## src/hw/rtl/fir_q15_pkg.sv

```systemverilog
// ----------------------------------------------------------------------------
// fir_q15_pkg: shared types and constants of the Q15 FIR filter
// Field widths, operation codes and sequencer states.
// ----------------------------------------------------------------------------
package fir_q15_pkg;

	localparam int FIELD_BITS = 16;
	localparam int ACC_BITS   = 32;
	localparam int INDEX_BITS = 5;

	localparam logic OP_FILTER = 1'b0;
	localparam logic OP_COEF   = 1'b1;

	typedef enum logic [2:0] {
		ST_IDLE  = 3'b001,
		ST_MAC   = 3'b010,
		ST_DRAIN = 3'b100
	} state_t;

endpackage

```

## src/hw/rtl/fir_filter_q15_32tap.sv

```systemverilog
// ----------------------------------------------------------------------------
// fir_filter_q15_32tap: direct-form FIR filter over Q15 samples
// A filter beat runs from accept to sample_out valid through the single
// multiply-accumulate unit that walks one tap per cycle plus a two-stage
// product pipe; the input stalls until the result is handed to the
// output register, so a new filter beat is not taken before the last
// is through. Reset clears the delay line, the coefficient valid bits
// and all control state.
// ----------------------------------------------------------------------------
module fir_filter_q15_32tap #(
	parameter int TAPS        = 32,
	parameter int SAMPLE_BITS = 16
) (
	input  logic                                         clk,
	input  logic                                         arst_n,
	input  logic                                         in_valid,
	output logic                                         in_stall,
	input  logic                                         operation,
	input  logic signed [fir_q15_pkg::FIELD_BITS-1:0]    sample_in,
	input  logic        [fir_q15_pkg::INDEX_BITS-1:0]    tap_index,
	input  logic signed [fir_q15_pkg::FIELD_BITS-1:0]    tap_value,
	output logic                                         out_valid,
	input  logic                                         out_stall,
	output logic signed [fir_q15_pkg::FIELD_BITS-1:0]    sample_out
);

	localparam int ADDR_W = (TAPS > 1) ? $clog2(TAPS) : 1;
	localparam int SB     = SAMPLE_BITS;
	localparam int ACC_W  = fir_q15_pkg::ACC_BITS;

	fir_q15_pkg::state_t state_q;

	logic [ADDR_W-1:0]      cnt_q;
	logic signed [SB-1:0]   ring_q [TAPS];
	logic [TAPS-1:0]        coef_vld_q;
	logic signed [SB-1:0]   coef_mem_q [TAPS];

	logic signed [SB-1:0]   sample_s1;
	logic signed [SB-1:0]   coef_s1;
	logic                   cvld_s1;
	logic                   vld_s1;
	logic [ACC_W-1:0]       prod_s2;
	logic                   vld_s2;
	logic [ACC_W-1:0]       acc_q;

	logic                   out_vld_q;
	logic signed [fir_q15_pkg::FIELD_BITS-1:0] out_q;

	logic                   in_fire;
	logic                   filter_fire;
	logic                   coef_fire;
	logic                   coef_in_range;
	logic                   pipe_empty;
	logic                   out_free;
	logic signed [SB-1:0]   coef_eff;
	logic signed [2*SB-1:0] prod;

	assign in_stall      = (state_q != fir_q15_pkg::ST_IDLE);
	assign in_fire       = in_valid && !in_stall;
	assign filter_fire   = in_fire && (operation == fir_q15_pkg::OP_FILTER);
	assign coef_fire     = in_fire && (operation == fir_q15_pkg::OP_COEF);
	assign coef_in_range = (9'(tap_index) < 9'(TAPS));
	assign pipe_empty    = !vld_s1 && !vld_s2;
	assign out_free      = !out_vld_q || !out_stall;

	assign coef_eff = cvld_s1 ? coef_s1 : '0;
	assign prod     = (2*SB)'(sample_s1) * (2*SB)'(coef_eff);

	assign out_valid  = out_vld_q;
	assign sample_out = out_q;

	// sequencer
	always_ff @(posedge clk or negedge arst_n) begin
		if (!arst_n) begin
			state_q <= fir_q15_pkg::ST_IDLE;
			cnt_q   <= '0;
		end else begin
			unique case (state_q)
				fir_q15_pkg::ST_IDLE: begin
					if (filter_fire) begin
						state_q <= fir_q15_pkg::ST_MAC;
						cnt_q   <= '0;
					end
				end
				fir_q15_pkg::ST_MAC: begin
					if (cnt_q == ADDR_W'(TAPS - 1)) begin
						state_q <= fir_q15_pkg::ST_DRAIN;
					end
					cnt_q <= cnt_q + 1'b1;
				end
				fir_q15_pkg::ST_DRAIN: begin
					if (pipe_empty && out_free) begin
						state_q <= fir_q15_pkg::ST_IDLE;
					end
				end
				default: begin
					state_q <= fir_q15_pkg::ST_IDLE;
				end
			endcase
		end
	end

	// delay line as a ring: shift in on accept, rotate once per tap
	always_ff @(posedge clk or negedge arst_n) begin
		if (!arst_n) begin
			for (int k = 0; k < TAPS; k++) begin
				ring_q[k] <= '0;
			end
		end else if (filter_fire) begin
			for (int k = TAPS - 1; k > 0; k--) begin
				ring_q[k] <= ring_q[k-1];
			end
			ring_q[0] <= SB'($unsigned(sample_in));
		end else if (state_q == fir_q15_pkg::ST_MAC) begin
			for (int k = 0; k < TAPS - 1; k++) begin
				ring_q[k] <= ring_q[k+1];
			end
			ring_q[TAPS-1] <= ring_q[0];
		end
	end

	// coefficient valid bits: an entry never written reads as zero
	always_ff @(posedge clk or negedge arst_n) begin
		if (!arst_n) begin
			coef_vld_q <= '0;
		end else if (coef_fire && coef_in_range) begin
			coef_vld_q[ADDR_W'(tap_index)] <= 1'b1;
		end
	end

	// coefficient memory: one write port, one registered read port
	always_ff @(posedge clk) begin
		if (coef_fire && coef_in_range) begin
			coef_mem_q[ADDR_W'(tap_index)] <= SB'($unsigned(tap_value));
		end
		coef_s1   <= coef_mem_q[cnt_q];
		sample_s1 <= ring_q[0];
	end

	// product and accumulate pipe
	always_ff @(posedge clk or negedge arst_n) begin
		if (!arst_n) begin
			vld_s1  <= 1'b0;
			vld_s2  <= 1'b0;
			cvld_s1 <= 1'b0;
		end else begin
			vld_s1  <= (state_q == fir_q15_pkg::ST_MAC);
			vld_s2  <= vld_s1;
			cvld_s1 <= coef_vld_q[cnt_q];
		end
	end

	always_ff @(posedge clk) begin
		prod_s2 <= ACC_W'(prod);
		if (filter_fire) begin
			acc_q <= '0;
		end else if (vld_s2) begin
			acc_q <= acc_q + {prod_s2[ACC_W-2:0], 1'b0};
		end
	end

	// output register: hold the beat until taken
	always_ff @(posedge clk or negedge arst_n) begin
		if (!arst_n) begin
			out_vld_q <= 1'b0;
		end else if (state_q == fir_q15_pkg::ST_DRAIN && pipe_empty && out_free) begin
			out_vld_q <= 1'b1;
		end else if (!out_stall) begin
			out_vld_q <= 1'b0;
		end
	end

	always_ff @(posedge clk) begin
		if (state_q == fir_q15_pkg::ST_DRAIN && pipe_empty && out_free) begin
			out_q <= acc_q[ACC_W-1 -: fir_q15_pkg::FIELD_BITS];
		end
	end

endmodule
```

## config.mk

```make
export PLATFORM = sky130hd
export DESIGN_NAME = fir_filter_q15_32tap
export DESIGN_NICKNAME = d
export VERILOG_FILES = /design/src/hw/rtl/fir_q15_pkg.sv /design/src/hw/rtl/fir_filter_q15_32tap.sv
export SDC_FILE = /design/constraint.sdc
export NUM_CORES = 2
export LEC_CHECK = 0
export BUFFER_PORTS_ARGS = -buffer_cell sky130_fd_sc_hd__buf_2
export CORE_MARGIN = 3
export CORE_UTILIZATION = 28
export CTS_CLUSTER_SIZE = 40
export DETAILED_ROUTE_END_ITERATION = 7
export SLEW_MARGIN = 20
export SYNTH_ARGS = -nofsm -noshare
export SYNTH_HDL_FRONTEND = slang
export SYNTH_SLANG_ARGS = --single-unit
```

## constraint.sdc

```tcl
create_clock -name clk -period 8 [get_ports clk]
set_input_delay 0.4 -clock clk [delete_from_list [all_inputs] [get_ports clk]]
set_output_delay 0.4 -clock clk [all_outputs]
set_load 0.005 [all_outputs]
```

-- After elaboration in Yosys (flattened, before gate mapping)
Memory sizes are Yosys's and may differ from the RTL's. A register that Yosys moved wholly into a read port is not among the register bits.
Index checks and enable logic that the tools add are counted.
Widths: inputs -> output; s select.
- output and inout bits: 18
- register bits: 651
- logic and storage cells: 96
- latch bits: 0
- bits in read-only memories: 0
- memories: 1
- bits in writable memories: 512
- input port bits: 42
- bitwise operators: 2
- div/mod/pow operators: 0
- reductions and logical operators: 18
- multiplexer cells: 17
- $lt $le $gt $ge: 3
- equality and inequality tests: 9
- shifts and indexed selects: 0
- multipliers: 1
- $add $sub $neg: 2
- memory list (name ; depth ; width ; read ports ; clocked after Yosys merged registers in ; wr ports ; RTL line ; source):
    coef_mem_q ; 32 ; 16 ; 1 ; 1 ; 1 ; fir_filter_q15_32tap.sv:36 ; logic signed [SB-1:0] coef_mem_q [TAPS];
- operator list (operator ; number):
    $mux 512 ; 2
    $add 32x32->32 ; 1
    $or 32x32->32 ; 1
    $mul 16x16->31 ; 1
    $mux 16 ; 1
    $lt 5x6->1 const B ; 2
    $pmux 5 s2 ; 1
    $mux 3 ; 3
    $pmux 3 s3 ; 1
    $logic_and 1x1->1 ; 8
    $mux 1 ; 6
    $ne 2x2->1 const B ; 3
    $add 5x1->5 const B ; 1
    $bmux 1 s5 ; 1
    $demux 1 s5 ; 1
    $eq 5x5->1 const B ; 1
    $ge 5x1->1 const B ; 1
    $logic_not 1->1 ; 5
    $mux 5 ; 1
    $reduce_bool 2->1 ; 2
    $eq 3x1->1 const B ; 1
    $eq 3x2->1 const B ; 1
    $eq 3x3->1 const B ; 1
    $ne 3x1->1 const B ; 1
    5 further kinds ; 5

-- Logic depth before layout (Yosys ltp)
- depth after elaboration: 6
- depth in mapped cells: 26
- mapped depth without buffers: 24

-- Worst setup path before layout
No wires, ideal clock.
- path kind: register to register
- from: register cvld_s1
- to: register prod_s2[27]
- period minus slack after synthesis: 6.254 ns
- buffers on the path: 2
- data required time: 7.928 ns
- arrival: 6.182 ns
- cell stages (with the launch flop): 24
- library setup time: 0.072 ns
- setup slack: 1.746 ns
- cells stage by stage: dfrtp_1 > clkbuf_1 > and2_0 > clkbuf_1 > nand2_1 > fa_1 > inv_1 > fa_1 > fa_1 > fa_1 > fa_1 > inv_1 > fa_1 > inv_1 > ha_1 > a21o_1 > and2_1 > o311ai_2 > o211ai_1 > o41ai_4 > o21ai_1 > a21o_1 > a21oi_1 > xnor2_1
- cells in the longest elaborated chain, start to end: 2
- RTL lines (element ; RTL line ; source):
    from (decl) ; fir_filter_q15_32tap.sv:40 ; logic cvld_s1;
    from (signal assigned) ; fir_filter_q15_32tap.sv:149 ; cvld_s1 <= coef_vld_q[cnt_q];
    $mux 16 ; fir_filter_q15_32tap.sv:66 ; assign coef_eff = cvld_s1 ? coef_s1 : '0;
    $mul 16x16->31 ; fir_filter_q15_32tap.sv:67 ; assign prod = (2*SB)'(sample_s1) * (2*SB)'(coef_eff);
    via prod[27] ; fir_filter_q15_32tap.sv:56 ; logic signed [2*SB-1:0] prod;
    to (signal assigned) ; fir_filter_q15_32tap.sv:154 ; prod_s2 <= ACC_W'(prod);
    to (decl) ; fir_filter_q15_32tap.sv:42 ; logic [ACC_W-1:0] prod_s2;
The timed path passes the listed nets, and every way through them passes these cells.
A chain may end at the register's enable or synchronous reset.

-- Worst setup path after layout
- from: register cvld_s1
- to: register prod_s2[29]
Same word-level chain as after synthesis.

==> metrics.txt <==
DRC Markers 0; Setup violations, final 0; Final Hold Fails 0; Pins Over Slew Limit 0; worst path cell trace and2_0 -> nand2_1 -> fa_1 -> inv_1 -> fa_1 -> fa_1 -> fa_1 -> fa_1 -> inv_1 -> fa_1 -> inv_1 -> ha_1 -> a21o_1 -> and2_1 -> o311ai_2 -> o211ai_1 -> o41ai_4 -> nor2b_1 -> o21a_1 -> o31ai_2 -> xnor2_1; Max FO, Critical Path 66; ys flop type dfrtp_1; synth top area cells edfxtp_1, dfrtp_1, fa_1, nand2_1, a31oi_1; Core Util, Final 31.7%; Yosys warnings 0; Hold Path Class in -> reg; final worst path period share 90.1%; Crit path max-delay family adder cells; Worst-Margin Slew 1.09 ns; layout cells sized above 1 8.24%; Rows 167; # resized after CTS 0; CP Launch Type flop; via/cell ratio 4.75; Crit-path slowest cell dfrtp_2; Synth Register Bits 1178; top cell type's share of synthesized area 27.1%; Die Y 463 µm; unrepaired setup endpoints after global routing no; Core ar. 0.207 mm²; grt ovf 0; most common cell after layout, fill and taps aside nand2_1; clock sink total 1178; Initial Util 28.2%; Setup Skew 0.0543 ns; routability cong. 0.840; initial antenna violation count 15; # IOs 60; power per cell area 358 mW/mm²; CTS Hold Bufs 18; CP Class reg -> reg; die span in x 463 µm; clock root cell clkbuf_16; CP required 8.65 ns; worst flop-to-flop path startpoint cvld_s1; arrival time of the worst setup path 7.85 ns; CTS tree yes; Hold Startpoint tap_value[0]; H-tree levels 3; Pre-Repair DR Iteration Count 7; post-synthesis cell type count 69; most frequent cells in the layout nand2_1, nor2_1, dfrtp_1; vias 39488; Syn Nets 5924; Fin Hold WS 0.167 ns; Cells after Synth 5513; Clock Latency Late Sink 0.76 ns; max-capacitance violation count 0; total CTS buffers 119; Syn-to-layout area delta 12.6%; nets@finish 5832; status finished clean; crit-path max cell delay 0.96 ns; Setup TNS Final 0 ns; routed len/inst 15.9 µm; Async SR Flop Fraction 47.2%; half-perimeter wire length after placement 82.5 mm; Longest Clk Path Bufs 3; final total power 23.6 mW; synthesized cell area 0.0585 mm²; sequential share of the synthesized area 54.1%; P_leak 26.4 nW; Worst-path clk slew 0.07 ns; EDFF count, synth 528; setup slack, reg-to-reg 0.80 ns; Slew headroom 27.2%; Post CTS Setup Buffer Count 0; global-route wire length before repair 216 mm; DIE AREA 0.214 mm²; 1st-iter DRT viols 3571; CP startpoint cvld_s1; most frequent CP cell fa_1; syn avg cell area 10.6 µm²; VDD IR max 0.260 mV; Routed Wire Length 132 mm; filler instances 20669; Post-DRT Antenna Nets 0; Global Route Usage Sum 12.2%; Fmax achieved 139 MHz; port bufs 59; via count of the first global-routing pass 39010; Final min period 7.20 ns; CP Buf/Inv Count 3; CP endpoint kind flop; largest net degree at the start of global routing 244; area leader, netlist edfxtp_1
## registers in the layout, summed over array words and instances, names as in the netlist, 3 cells and up
signal      count
coef_s1        16
coef_vld_q     32
prod_s2        31
sample_s1      16
state_q         3
sample_out     16
acc_q          31
coef_mem_q    512
cnt_q           5
ring_q        512
## layer usage
layer  vias up  part of all wire, %  track usage (%)
met2       827                   47             19.8
met5         -                0.037                0
met1     19841                   46             16.8
met3       165                  5.2             2.05
li1      18647                    -                -
met4         8                  2.1             3.47
## final timing paths
path / endpoint / cells after the start
worst max-delay path: prod_s2[29] / 21
worst min-delay path: coef_mem_q[23][0] / 1
worst max register to register: prod_s2[29] / 21
worst min register to register: vld_s2 / 0
max in group asynchronous: ring_q[304] / 4
min in group asynchronous: ring_q[488] / 2
## area by class of cell
class	count	area, µm²	share of cell area [%]
timing repair buffer	142	1060	1.61
multi-input combinational	3669	24300	36.9
antenna	6	15.0	0.0228
clock inverter	55	678	1.03
sequential	1178	31700	48.1
inverter	311	1170	1.78
clock buffer	167	3440	5.23
tap	2788	3490	5.30
## logic make-up after synthesis
kind of cell | synth area share, %
simple gates | 15.2
xor+xnor | 0.869
flops | 54.1
compound gates | 9.07
buf+inv | 4.32
fa+ha+maj | 11.2
mux | 5.25
## Yosys cell counts (all sizes together) (40+ instances only)
cell type	n
xnor2	44
a21oi	70
ha	112
or2	40
edfxtp	528
clkbuf	311
buf	44
o221ai	51
a31oi	522
fa	257
inv	310
nand2	1240
and3	127
dfrtp	555
mux2i	154
dfxtp	94
o21ai	94
nor2	686
mux4	68
## worst reg2reg max path, stage by stage (launching register included)
cell and delay [ns]:
dfrtp_2 0.96, and2_0 0.67, nand2_1 0.17, fa_1 0.54
inv_1 0.06, fa_1 0.51, fa_1 0.57, fa_1 0.43
fa_1 0.50, inv_1 0.05, fa_1 0.47, inv_1 0.04
ha_1 0.34, a21o_1 0.23, and2_1 0.18, o311ai_2 0.20
o211ai_1 0.19, o41ai_4 0.33, nor2b_1 0.09, o21a_1 0.19
o31ai_2 0.25, xnor2_1 0.15
## per-stage QoR
step                setup slack, ns  cells  cell area (µm²)
floorplan                      1.75   5513            58500
global placement              0.974   8070            61500
detailed placement            0.852   8070            61500
CTS                           0.838   8310            65800
global route                  0.374   8313            65800
finish                        0.795   8316            65900
## power by group
group          internal [mW]  switching, mW
combinational           3.83           4.68
clock                   3.35           2.43
sequential              7.88           1.39
total                   15.1           8.50
(Power assumes the default switching activity.)
